==> src/hw/rtl/pope_pkg.sv <==
`timescale 1ns / 1ps

package pope_pkg;

    // Payoff kinds
    typedef enum logic [2:0] {
        KIND_EURO     = 3'd0,
        KIND_ASIAN    = 3'd1,
        KIND_UP_OUT   = 3'd2,
        KIND_UP_IN    = 3'd3,
        KIND_DOWN_OUT = 3'd4,
        KIND_DOWN_IN  = 3'd5,
        KIND_LB_FIXED = 3'd6,
        KIND_LB_FLOAT = 3'd7
    } t_kind;

    // Configuration register indexes
    typedef enum logic [2:0] {
        CFG_KIND    = 3'd0,
        CFG_IS_CALL = 3'd1,
        CFG_STRIKE  = 3'd2,
        CFG_BARRIER = 3'd3,
        CFG_REBATE  = 3'd4
    } t_cfg_reg;

    typedef enum logic [1:0] {
        BK_IDLE = 2'd0,
        BK_DIV  = 2'd1,
        BK_CALC = 2'd2
    } t_back_state;

    localparam int PRICE_W = 32;
    localparam int CFG_IDX_W = 3;
    localparam int QUOT_STEPS = PRICE_W;

    typedef struct packed {
        logic [31:0] path_price;
        logic        path_end;
    } t_in_item;

    typedef struct packed {
        logic [31:0] payoff;
        logic        profitable;
        logic        barrier_was_hit;
        logic        length_overflow;
    } t_out_item;

    // Per-path record handed from front to back (sum and count travel alongside)
    typedef struct packed {
        t_kind              kind;
        logic               is_call;
        logic [PRICE_W-1:0] strike;
        logic [PRICE_W-1:0] rebate;
        logic [PRICE_W-1:0] last;
        logic [PRICE_W-1:0] min_px;
        logic [PRICE_W-1:0] max_px;
        logic               hit;
        logic               overflow;
    } t_path_rec;

endpackage

==> src/hw/rtl/path_option_payoff_evaluator.sv <==
`timescale 1ns / 1ps

// Path option payoff evaluator.
// Input channel (i_valid/o_ready/i_item): one Q16.16 price sample per transaction,
// path_end set on the final sample of a path. Samples are taken one per cycle while o_ready is high.
// Output channel (o_valid/i_ready/o_item): one payoff transaction per finished path.
// Config channel (i_cfg_valid/o_cfg_ready/i_cfg_index/i_cfg_data): always ready;
// write only while the block is idle. Payoff uses the registers in force on the
// final sample, which are captured with the path record.
// Front keeps min/max/sum/count/barrier flag per sample; on path end it pushes a
// record into a two-entry queue. Back computes the payoff into an output register.
// From the final sample to o_valid a path passes the queue, the back end's IDLE
// and CALC states and the output register; Asian paths also pass DIV, a restoring
// divider giving one quotient bit per cycle. The back end takes one path at a time;
// once the queue fills, o_ready drops until the back end pops a record.
// Reset: config registers give a European call with zero strike, barrier and rebate; queue and output empty.
// A stalled receiver holds the output register; the back end then stops and the
// queue absorbs up to two more finished paths before the input stalls.
module path_option_payoff_evaluator
    import pope_pkg::*;
#(
    parameter int MAX_PATH_LEN = 4096,
    parameter int PRICE_BITS   = 32
) (
    input  logic                 i_clk,
    input  logic                 i_rst_n,
    input  logic                 i_valid,
    output logic                 o_ready,
    input  t_in_item             i_item,
    output logic                 o_valid,
    input  logic                 i_ready,
    output t_out_item            o_item,
    input  logic                 i_cfg_valid,
    output logic                 o_cfg_ready,
    input  logic [CFG_IDX_W-1:0] i_cfg_index,
    input  logic [31:0]          i_cfg_data
);

    // count holds MAX_PATH_LEN itself; sum covers that many full-scale prices
    localparam int CNT_W = $clog2(MAX_PATH_LEN + 1);
    localparam int SUM_W = PRICE_W + CNT_W;
    localparam int REC_W = $bits(t_path_rec);
    localparam int Q_W   = REC_W + SUM_W + CNT_W;

    logic             q_push, q_pop, q_full, q_empty;
    t_path_rec        push_rec, head_rec;
    logic [SUM_W-1:0] push_sum, head_sum;
    logic [CNT_W-1:0] push_cnt, head_cnt;
    logic [Q_W-1:0]   q_din, q_dout;

    pope_front #(
        .MAX_PATH_LEN (MAX_PATH_LEN),
        .PRICE_BITS   (PRICE_BITS),
        .CNT_W        (CNT_W),
        .SUM_W        (SUM_W)
    ) u_front (
        .i_clk       (i_clk),
        .i_rst_n     (i_rst_n),
        .i_valid     (i_valid),
        .o_ready     (o_ready),
        .i_item      (i_item),
        .i_cfg_valid (i_cfg_valid),
        .o_cfg_ready (o_cfg_ready),
        .i_cfg_index (i_cfg_index),
        .i_cfg_data  (i_cfg_data),
        .i_q_full    (q_full),
        .o_q_push    (q_push),
        .o_q_rec     (push_rec),
        .o_q_sum     (push_sum),
        .o_q_cnt     (push_cnt)
    );

    assign q_din = {push_rec, push_sum, push_cnt};

    pope_fifo #(
        .W (Q_W)
    ) u_queue (
        .i_clk   (i_clk),
        .i_rst_n (i_rst_n),
        .i_push  (q_push),
        .i_data  (q_din),
        .i_pop   (q_pop),
        .o_data  (q_dout),
        .o_full  (q_full),
        .o_empty (q_empty)
    );

    assign head_rec = t_path_rec'(q_dout[Q_W-1 -: REC_W]);
    assign head_sum = q_dout[CNT_W +: SUM_W];
    assign head_cnt = q_dout[CNT_W-1:0];

    pope_back #(
        .CNT_W (CNT_W),
        .SUM_W (SUM_W)
    ) u_back (
        .i_clk     (i_clk),
        .i_rst_n   (i_rst_n),
        .i_q_valid (!q_empty),
        .o_q_pop   (q_pop),
        .i_q_rec   (head_rec),
        .i_q_sum   (head_sum),
        .i_q_cnt   (head_cnt),
        .o_valid   (o_valid),
        .i_ready   (i_ready),
        .o_item    (o_item)
    );

endmodule

==> src/hw/rtl/pope_front.sv <==
`timescale 1ns / 1ps

module pope_front
    import pope_pkg::*;
#(
    parameter int MAX_PATH_LEN = 4096,
    parameter int PRICE_BITS   = 32,
    parameter int CNT_W        = 13,
    parameter int SUM_W        = 45
) (
    input  logic                 i_clk,
    input  logic                 i_rst_n,
    input  logic                 i_valid,
    output logic                 o_ready,
    input  t_in_item             i_item,
    input  logic                 i_cfg_valid,
    output logic                 o_cfg_ready,
    input  logic [CFG_IDX_W-1:0] i_cfg_index,
    input  logic [31:0]          i_cfg_data,
    input  logic                 i_q_full,
    output logic                 o_q_push,
    output t_path_rec            o_q_rec,
    output logic [SUM_W-1:0]     o_q_sum,
    output logic [CNT_W-1:0]     o_q_cnt
);

    localparam logic [PRICE_W-1:0] PRICE_MASK =
        (PRICE_BITS >= PRICE_W) ? {PRICE_W{1'b1}}
                                : PRICE_W'((64'd1 << PRICE_BITS) - 64'd1);
    localparam logic [CNT_W-1:0] CNT_LIMIT = CNT_W'(MAX_PATH_LEN);

    t_kind              r_kind;
    logic               r_is_call;
    logic [PRICE_W-1:0] r_strike, r_barrier, r_rebate;

    logic [PRICE_W-1:0] r_min, r_max, n_min, n_max;
    logic [SUM_W-1:0]   r_sum, n_sum;
    logic [CNT_W-1:0]   r_cnt, n_cnt;
    logic               r_touched, n_touched;
    logic               r_ovf, n_ovf;

    logic [PRICE_W-1:0] price;
    logic               accept;
    logic               is_barrier, is_up;

    assign o_cfg_ready = 1'b1;
    assign o_ready     = !i_q_full;
    assign accept      = i_valid && o_ready;
    assign price       = i_item.path_price & PRICE_MASK;

    always_ff @(posedge i_clk) begin
        if (!i_rst_n) begin
            r_kind    <= KIND_EURO;
            r_is_call <= 1'b1;
            r_strike  <= '0;
            r_barrier <= '0;
            r_rebate  <= '0;
        end else if (i_cfg_valid) begin
            case (t_cfg_reg'(i_cfg_index))
                CFG_KIND:    r_kind    <= t_kind'(i_cfg_data[2:0]);
                CFG_IS_CALL: r_is_call <= i_cfg_data[0];
                CFG_STRIKE:  r_strike  <= i_cfg_data;
                CFG_BARRIER: r_barrier <= i_cfg_data;
                CFG_REBATE:  r_rebate  <= i_cfg_data;
                default: ;
            endcase
        end
    end

    always_comb begin
        is_barrier = (r_kind == KIND_UP_OUT) || (r_kind == KIND_UP_IN) ||
                     (r_kind == KIND_DOWN_OUT) || (r_kind == KIND_DOWN_IN);
        is_up      = (r_kind == KIND_UP_OUT) || (r_kind == KIND_UP_IN);

        n_min = (price < r_min) ? price : r_min;
        n_max = (price > r_max) ? price : r_max;
        n_touched = r_touched;
        if (is_barrier && (is_up ? (price >= r_barrier) : (price <= r_barrier))) begin
            n_touched = 1'b1;
        end
        // count saturates at the limit; extra samples stay out of the sum
        if (r_cnt < CNT_LIMIT) begin
            n_sum = r_sum + SUM_W'(price);
            n_cnt = r_cnt + CNT_W'(1);
            n_ovf = r_ovf;
        end else begin
            n_sum = r_sum;
            n_cnt = r_cnt;
            n_ovf = 1'b1;
        end
    end

    always_ff @(posedge i_clk) begin
        if (!i_rst_n) begin
            r_min     <= PRICE_MASK;
            r_max     <= '0;
            r_sum     <= '0;
            r_cnt     <= '0;
            r_touched <= 1'b0;
            r_ovf     <= 1'b0;
        end else if (accept) begin
            if (i_item.path_end) begin
                r_min     <= PRICE_MASK;
                r_max     <= '0;
                r_sum     <= '0;
                r_cnt     <= '0;
                r_touched <= 1'b0;
                r_ovf     <= 1'b0;
            end else begin
                r_min     <= n_min;
                r_max     <= n_max;
                r_sum     <= n_sum;
                r_cnt     <= n_cnt;
                r_touched <= n_touched;
                r_ovf     <= n_ovf;
            end
        end
    end

    assign o_q_push = accept && i_item.path_end;
    assign o_q_sum  = n_sum;
    assign o_q_cnt  = n_cnt;

    always_comb begin
        o_q_rec.kind     = r_kind;
        o_q_rec.is_call  = r_is_call;
        o_q_rec.strike   = r_strike;
        o_q_rec.rebate   = r_rebate;
        o_q_rec.last     = price;
        o_q_rec.min_px   = n_min;
        o_q_rec.max_px   = n_max;
        o_q_rec.hit      = is_barrier && n_touched;
        o_q_rec.overflow = n_ovf;
    end

endmodule

==> src/hw/rtl/pope_fifo.sv <==
`timescale 1ns / 1ps

module pope_fifo #(
    parameter int W = 8
) (
    input  logic         i_clk,
    input  logic         i_rst_n,
    input  logic         i_push,
    input  logic [W-1:0] i_data,
    input  logic         i_pop,
    output logic [W-1:0] o_data,
    output logic         o_full,
    output logic         o_empty
);

    // two-entry queue
    logic [W-1:0] r_mem [2];
    logic         r_wr, r_rd;
    logic [1:0]   r_cnt;

    assign o_full  = (r_cnt == 2'd2);
    assign o_empty = (r_cnt == 2'd0);
    assign o_data  = r_mem[r_rd];

    always_ff @(posedge i_clk) begin
        if (i_push) begin
            r_mem[r_wr] <= i_data;
        end
    end

    always_ff @(posedge i_clk) begin
        if (!i_rst_n) begin
            r_wr  <= 1'b0;
            r_rd  <= 1'b0;
            r_cnt <= 2'd0;
        end else begin
            if (i_push) begin
                r_wr <= !r_wr;
            end
            if (i_pop) begin
                r_rd <= !r_rd;
            end
            case ({i_push, i_pop})
                2'b10:   r_cnt <= r_cnt + 2'd1;
                2'b01:   r_cnt <= r_cnt - 2'd1;
                default: r_cnt <= r_cnt;
            endcase
        end
    end

endmodule

==> src/hw/rtl/pope_back.sv <==
`timescale 1ns / 1ps

module pope_back
    import pope_pkg::*;
#(
    parameter int CNT_W = 13,
    parameter int SUM_W = 45
) (
    input  logic             i_clk,
    input  logic             i_rst_n,
    input  logic             i_q_valid,
    output logic             o_q_pop,
    input  t_path_rec        i_q_rec,
    input  logic [SUM_W-1:0] i_q_sum,
    input  logic [CNT_W-1:0] i_q_cnt,
    output logic             o_valid,
    input  logic             i_ready,
    output t_out_item        o_item
);

    localparam int STEP_W = $clog2(QUOT_STEPS);
    localparam logic [STEP_W-1:0] LAST_STEP = STEP_W'(QUOT_STEPS - 1);

    t_back_state r_state, n_state;
    t_path_rec   r_rec;

    // restoring divider: sum / count, one quotient bit per cycle
    logic [CNT_W:0]      r_rem;
    logic [CNT_W-1:0]    r_div;
    logic [PRICE_W-1:0]  r_low;
    logic [PRICE_W-1:0]  r_quot;
    logic [STEP_W-1:0]   r_step;
    logic [CNT_W:0]      trial;
    logic                q_bit;

    logic                r_out_valid;
    t_out_item           r_out;

    logic                pop, div_step, load_out, out_free;
    logic [PRICE_W-1:0]  ref_px, vanilla, pay;

    function automatic logic [PRICE_W-1:0] pos_diff(input logic [PRICE_W-1:0] a,
                                                    input logic [PRICE_W-1:0] b);
        return (a > b) ? (a - b) : '0;
    endfunction

    assign out_free = !r_out_valid || i_ready;

    // next state
    always_comb begin
        n_state = r_state;
        case (r_state)
            BK_IDLE: begin
                if (i_q_valid) begin
                    n_state = (i_q_rec.kind == KIND_ASIAN) ? BK_DIV : BK_CALC;
                end
            end
            BK_DIV: begin
                if (r_step == LAST_STEP) begin
                    n_state = BK_CALC;
                end
            end
            BK_CALC: begin
                if (out_free) begin
                    n_state = BK_IDLE;
                end
            end
            default: n_state = BK_IDLE;
        endcase
    end

    // state outputs
    always_comb begin
        pop      = 1'b0;
        div_step = 1'b0;
        load_out = 1'b0;
        case (r_state)
            BK_IDLE: pop      = i_q_valid;
            BK_DIV:  div_step = 1'b1;
            BK_CALC: load_out = out_free;
            default: ;
        endcase
    end

    assign o_q_pop = pop;

    always_ff @(posedge i_clk) begin
        if (!i_rst_n) begin
            r_state <= BK_IDLE;
        end else begin
            r_state <= n_state;
        end
    end

    // remainder stays below the divisor, so the trial fits CNT_W+1 bits
    assign trial = {r_rem[CNT_W-1:0], r_low[PRICE_W-1]};
    assign q_bit = (trial >= {1'b0, r_div});

    always_ff @(posedge i_clk) begin
        if (pop) begin
            r_rec  <= i_q_rec;
            r_rem  <= (CNT_W+1)'(i_q_sum[SUM_W-1:PRICE_W]);
            r_div  <= i_q_cnt;
            r_low  <= i_q_sum[PRICE_W-1:0];
            r_quot <= '0;
            r_step <= '0;
        end else if (div_step) begin
            r_rem  <= q_bit ? (trial - {1'b0, r_div}) : trial;
            r_low  <= {r_low[PRICE_W-2:0], 1'b0};
            r_quot <= {r_quot[PRICE_W-2:0], q_bit};
            r_step <= r_step + STEP_W'(1);
        end
    end

    always_comb begin
        ref_px  = (r_rec.kind == KIND_ASIAN) ? r_quot : r_rec.last;
        vanilla = r_rec.is_call ? pos_diff(ref_px, r_rec.strike)
                                : pos_diff(r_rec.strike, ref_px);
        case (r_rec.kind)
            KIND_EURO, KIND_ASIAN:        pay = vanilla;
            KIND_UP_OUT, KIND_DOWN_OUT:   pay = r_rec.hit ? r_rec.rebate : vanilla;
            KIND_UP_IN, KIND_DOWN_IN:     pay = r_rec.hit ? vanilla : r_rec.rebate;
            KIND_LB_FIXED: pay = r_rec.is_call ? pos_diff(r_rec.max_px, r_rec.strike)
                                               : pos_diff(r_rec.strike, r_rec.min_px);
            KIND_LB_FLOAT: pay = r_rec.is_call ? pos_diff(r_rec.last, r_rec.min_px)
                                               : pos_diff(r_rec.max_px, r_rec.last);
            default:                      pay = vanilla;
        endcase
    end

    always_ff @(posedge i_clk) begin
        if (load_out) begin
            r_out.payoff          <= pay;
            r_out.profitable      <= (pay != '0);
            r_out.barrier_was_hit <= r_rec.hit;
            r_out.length_overflow <= r_rec.overflow;
        end
    end

    always_ff @(posedge i_clk) begin
        if (!i_rst_n) begin
            r_out_valid <= 1'b0;
        end else if (load_out) begin
            r_out_valid <= 1'b1;
        end else if (i_ready) begin
            r_out_valid <= 1'b0;
        end
    end

    assign o_valid = r_out_valid;
    assign o_item  = r_out;

endmodule
==> config.mk <==
export PLATFORM = sky130hd
export DESIGN_NAME = path_option_payoff_evaluator
export DESIGN_NICKNAME = d
export VERILOG_FILES = /design/src/hw/rtl/pope_pkg.sv /design/src/hw/rtl/path_option_payoff_evaluator.sv /design/src/hw/rtl/pope_front.sv /design/src/hw/rtl/pope_fifo.sv /design/src/hw/rtl/pope_back.sv
export SDC_FILE = /design/constraint.sdc
export NUM_CORES = 2
export LEC_CHECK = 0
export BUFFER_PORTS_ARGS = -buffer_cell sky130_fd_sc_hd__buf_4
export CORE_MARGIN = 2
export CORE_UTILIZATION = 62
export DETAILED_ROUTE_END_ITERATION = 8
export GPL_ROUTABILITY_DRIVEN = 0
export PLACE_DENSITY = 0.88
export RECOVER_POWER = 25
export SLEW_MARGIN = 20
export SYNTH_ARGS = -nofsm -noshare
export SYNTH_HDL_FRONTEND = slang
export SYNTH_SLANG_ARGS = --single-unit
==> constraint.sdc <==
create_clock -name i_clk -period 15.64 [get_ports i_clk]
set_input_delay 3.128 -clock i_clk [delete_from_list [all_inputs] [get_ports i_clk]]
set_output_delay 3.128 -clock i_clk [all_outputs]
set_load 0.005 [all_outputs]
==> results summary <==
The startpoint identified for the worst hold timing path is u_back.r_rec[0]. The first global-routing pass estimated 247000 um of wire. The largest fanout on the critical path came out at 123.

Setup repair after global routing left no endpoint under its margin. The number of I/O port buffers came out at 109. Counting flops and latches in the post-synthesis netlist gives 976. Clock tree synthesis inserted a total of 97 buffers. The remaining global-route overflow came out at 0. The cell type contributing the most total cell area after synthesis is edfxtp_1. The number of max-slew violations in the final report came out at 489. The worst-case setup margin in the final layout came out at 6.19 ns. STA classifies the critical path startpoint as a flip-flop.

The average wire length per cell after detail routing is 26.9 um. The power density relative to cell area came out at 203 mW/mm^2. The share of synthesized area in the top cell type comes to 0.397.

The floorplan step set the die height to 298 um. The clock tree buffer depth is 3. The core region is 0.0853 mm^2. The length of the first detailed-routing pass in iterations is 9.

The detail route stage leaves a number of antenna-violating nets equal to 0. The library cell used most frequently in the layout, excluding fill and tap cells, is edfxtp_1. The total setup violations reported at the end of the flow came out at 0. For this block, the initial DRC count from the detailed router was 6452. The worst voltage drop across the vdd grid is 354 uV. The critical path is of the flip-flop to flip-flop type. The CTS tree is yes. The net count of the finished layout is 5425. The first element of the critical path is u_back.r_state[1]. The H-tree depth came out at 3. The sum of negative setup slack is 0 ns. The final reports fail on DRC, capacitance limit, slew limit. Using the TritonRoute via totals, the vias-per-cell ratio works out to 6.87. The final count of hold timing violations came out at 0. The path class of the tightest hold or removal check is flip-flop to flip-flop.

The floorplan row count is 107. Of the cells placed in the final design, the portion with a size suffix greater than 1 is 0.116. The post-synthesis async set-or-reset flop share came out at 0.

The number of distinct library cells after synthesis is 105. A synthesized cell averages 10.7 um^2. The number of hold buffers added after cts is 0. The total track usage is 0.368. The reported max-cap violation count came out at 8. The number of cells produced by synthesis is 4975. In this run the critical register-to-register path is launched from u_back.r_state[1]. The critical path goes through nor2_1 > o21ai_4 > clkbuf_1 > clkinvlp_2 > ha_1 > or3_1 > a21boi_0. The post-placement cell count is 6052.

By area the synthesized netlist is led by edfxtp_1 (40%), dfxtp_1 (10%), ha_1 (7.8%). The pin count of the biggest net entering global routing is 132. Between clock sinks in the finished design, the worst skew comes to 0.0401 ns. For the worst setup path, the data required time is 16.25 ns. Timing would allow up to 0.106 GHz. The count of boundary I/O pins came out at 111. Prior to clock tree synthesis, the placed netlist has a worst setup slack of 8.20 ns. Counting every net in the synthesized netlist gives 5391. The detailed placement HPWL came out at 114000 um. The number of enable-type register cells in the synthesized netlist came out at 707. Leaving out fill and tap cells, the most frequent cells in the layout are edfxtp_1 (707), nand2_1 (565), ha_1 (335). The clock period minus worst slack came out at 9.45 ns. The number of buffers inserted by post-CTS setup repair came out at 0. The number of antenna violations at the first check in global routing came out at 10. The post-route fraction of the period consumed by the critical path came out at 0.604. The worst-skew pair later-pin latency is 0.69 ns. The synthesized cell area came out at 0.0534 mm^2.

The clock sink count is 976. On the worst path, the slowest cell contributes a delay of 4.91 ns. The sequential-to-total area share from yosys stat is 0.498. Clock-pin slew was measured on the worst setup and hold paths at 0.06 ns. The flow ran to the end, but the final reports show violations. The final core utilization came out at 0.687. After detailed routing, the total wire length is 168000 um. In the routed design, unresolved DRC markers number 3.

The count of yosys warnings during synthesis came out at 0. The largest individual stage delay along the critical path comes from the cell clkinvlp_2. The post-cts resize count came out at 0. The routed layout has 42898 vias. The kind of capture point of the worst setup path is a flip-flop. The clock tree root driver cell is clkbuf_16. In this run the static leakage power is 22.7 nW. The arrival time at the worst endpoint came out at 10.07 ns. The most used flip-flop cell after synthesis is edfxtp_1. The number of global-route vias before repair came out at 40710. For this configuration, the core starts out at a cell density of 0.627. The number of non-filler instances in the completed layout is 6241. The die covers 0.0886 mm^2. The die width is 298 um.

In this run the tightest slew margin relative to its limit is -2.92. The slew at the pin with the worst max-slew slack came out at 5.84 ns. Compared with the post-synthesis result, the final layout area differs by 9.65%.
## flip-flops by register name (all words and copies together), names as in the netlist, 2 cells and up, named ones only
name and flops:
u_queue.r_mem 448, u_back.r_rec 166, u_front.r_sum 45, u_back.o_item 35
u_back.r_low 32, u_back.r_quot 32, u_front.r_barrier 32, u_front.r_max 32
u_front.r_min 32, u_front.r_rebate 32, u_front.r_strike 32, u_back.r_div 13
u_back.r_rem 13, u_front.r_cnt 13, u_back.r_step 5, u_front.r_kind 3
u_back.r_state 2, u_queue.r_cnt 2
## synth_stat cells (34+ instances only)
cell / count
a211oi_1: 36
a21boi_0: 113
a21o_1: 169
a21oi_1: 273
a22oi_1: 42
a31oi_1: 37
and2_1: 41
and3_1: 34
clkbuf_1: 173
dfxtp_1: 269
edfxtp_1: 707
ha_1: 335
inv_1: 288
mux2_2: 248
mux2i_1: 57
nand2_1: 567
nand2b_1: 37
nand3_1: 91
nand4_1: 72
nor2_1: 214
nor2b_1: 72
nor3_1: 70
o211ai_1: 55
o21a_1: 62
o21ai_0: 238
xnor2_1: 119
xor2_1: 83
## kinds of logic (layout without fill, tap and decap cells)
group                      count (synthesis)  after routing  synth area share
AOI/OAI and AO/OA                       1336           1336             0.172
xor gates and xnor gates                 202            202            0.0331
adders and majority gates                343            343            0.0814
buffers and inverters                    512            629            0.0375
DFF                                      976            976             0.498
muxes                                    305            305            0.0629
other                                      1              6         0.0000702
and+or+nand+nor                         1300           1300             0.115
## critical path, delay by kind of cell, from the launching register on
| kind | cells | cell delay, ns |
|---|---|---|
| adder cells (fa/ha/maj) | 1 | 2.39 |
| AO/OA/AOI/OAI | 2 | 0.22 |
| buffers and inverters | 2 | 5.78 |
| flip-flops | 1 | 0.41 |
| AND/OR/NAND/NOR | 2 | 0.52 |
## worst paths after layout
kind / cells after the start / slack (ns) / to
worst min-delay path: 0 / 0.44 / u_back.o_item[0]
worst max register to register: 7 / 6.19 / u_queue.r_cnt[1]
worst max-delay path: 7 / 6.19 / u_queue.r_cnt[1]
worst min register to register: 0 / 0.44 / u_back.o_item[0]
## power breakdown
group	total, mW	switching, mW	internal (mW)
logic	5.62	3.59	2.04
clock network	2.46	1.06	1.40
registers	3.82	0.382	3.44
## per-layer routing
layer | track usage | vias to the layer above | wire length (um)
li1 | - | 18486 | -
met1 | 0.449 | 20213 | 57100
met2 | 0.567 | 3375 | 74100
met3 | 0.112 | 818 | 23000
met4 | 0.238 | 6 | 13800
met5 | 0 | - | 49
## per-stage QoR
step                      hold WS [ns]  power (mW)  instance area (um^2)
after global placement           0.425        8.85                 55200
after global routing             0.433        12.3                 58600
after floorplan                  0.400        7.53                 53400
final                            0.440        11.9                 58600
after CTS                        0.428        11.5                 58600
after detailed placement         0.422        9.00                 55200
## layout make-up
cell class / count / area (um^2)
fillers: 5680 / 26700
flip-flops and latches: 976 / 26600
multi-input cells: 3487 / 24900
clock buffers: 131 / 2690
well taps: 1144 / 1430
repair buffers: 156 / 1180
inverters: 291 / 1090
clock inverters: 51 / 653
diodes: 5 / 12.5
Power figures use the tool's default switching activity.
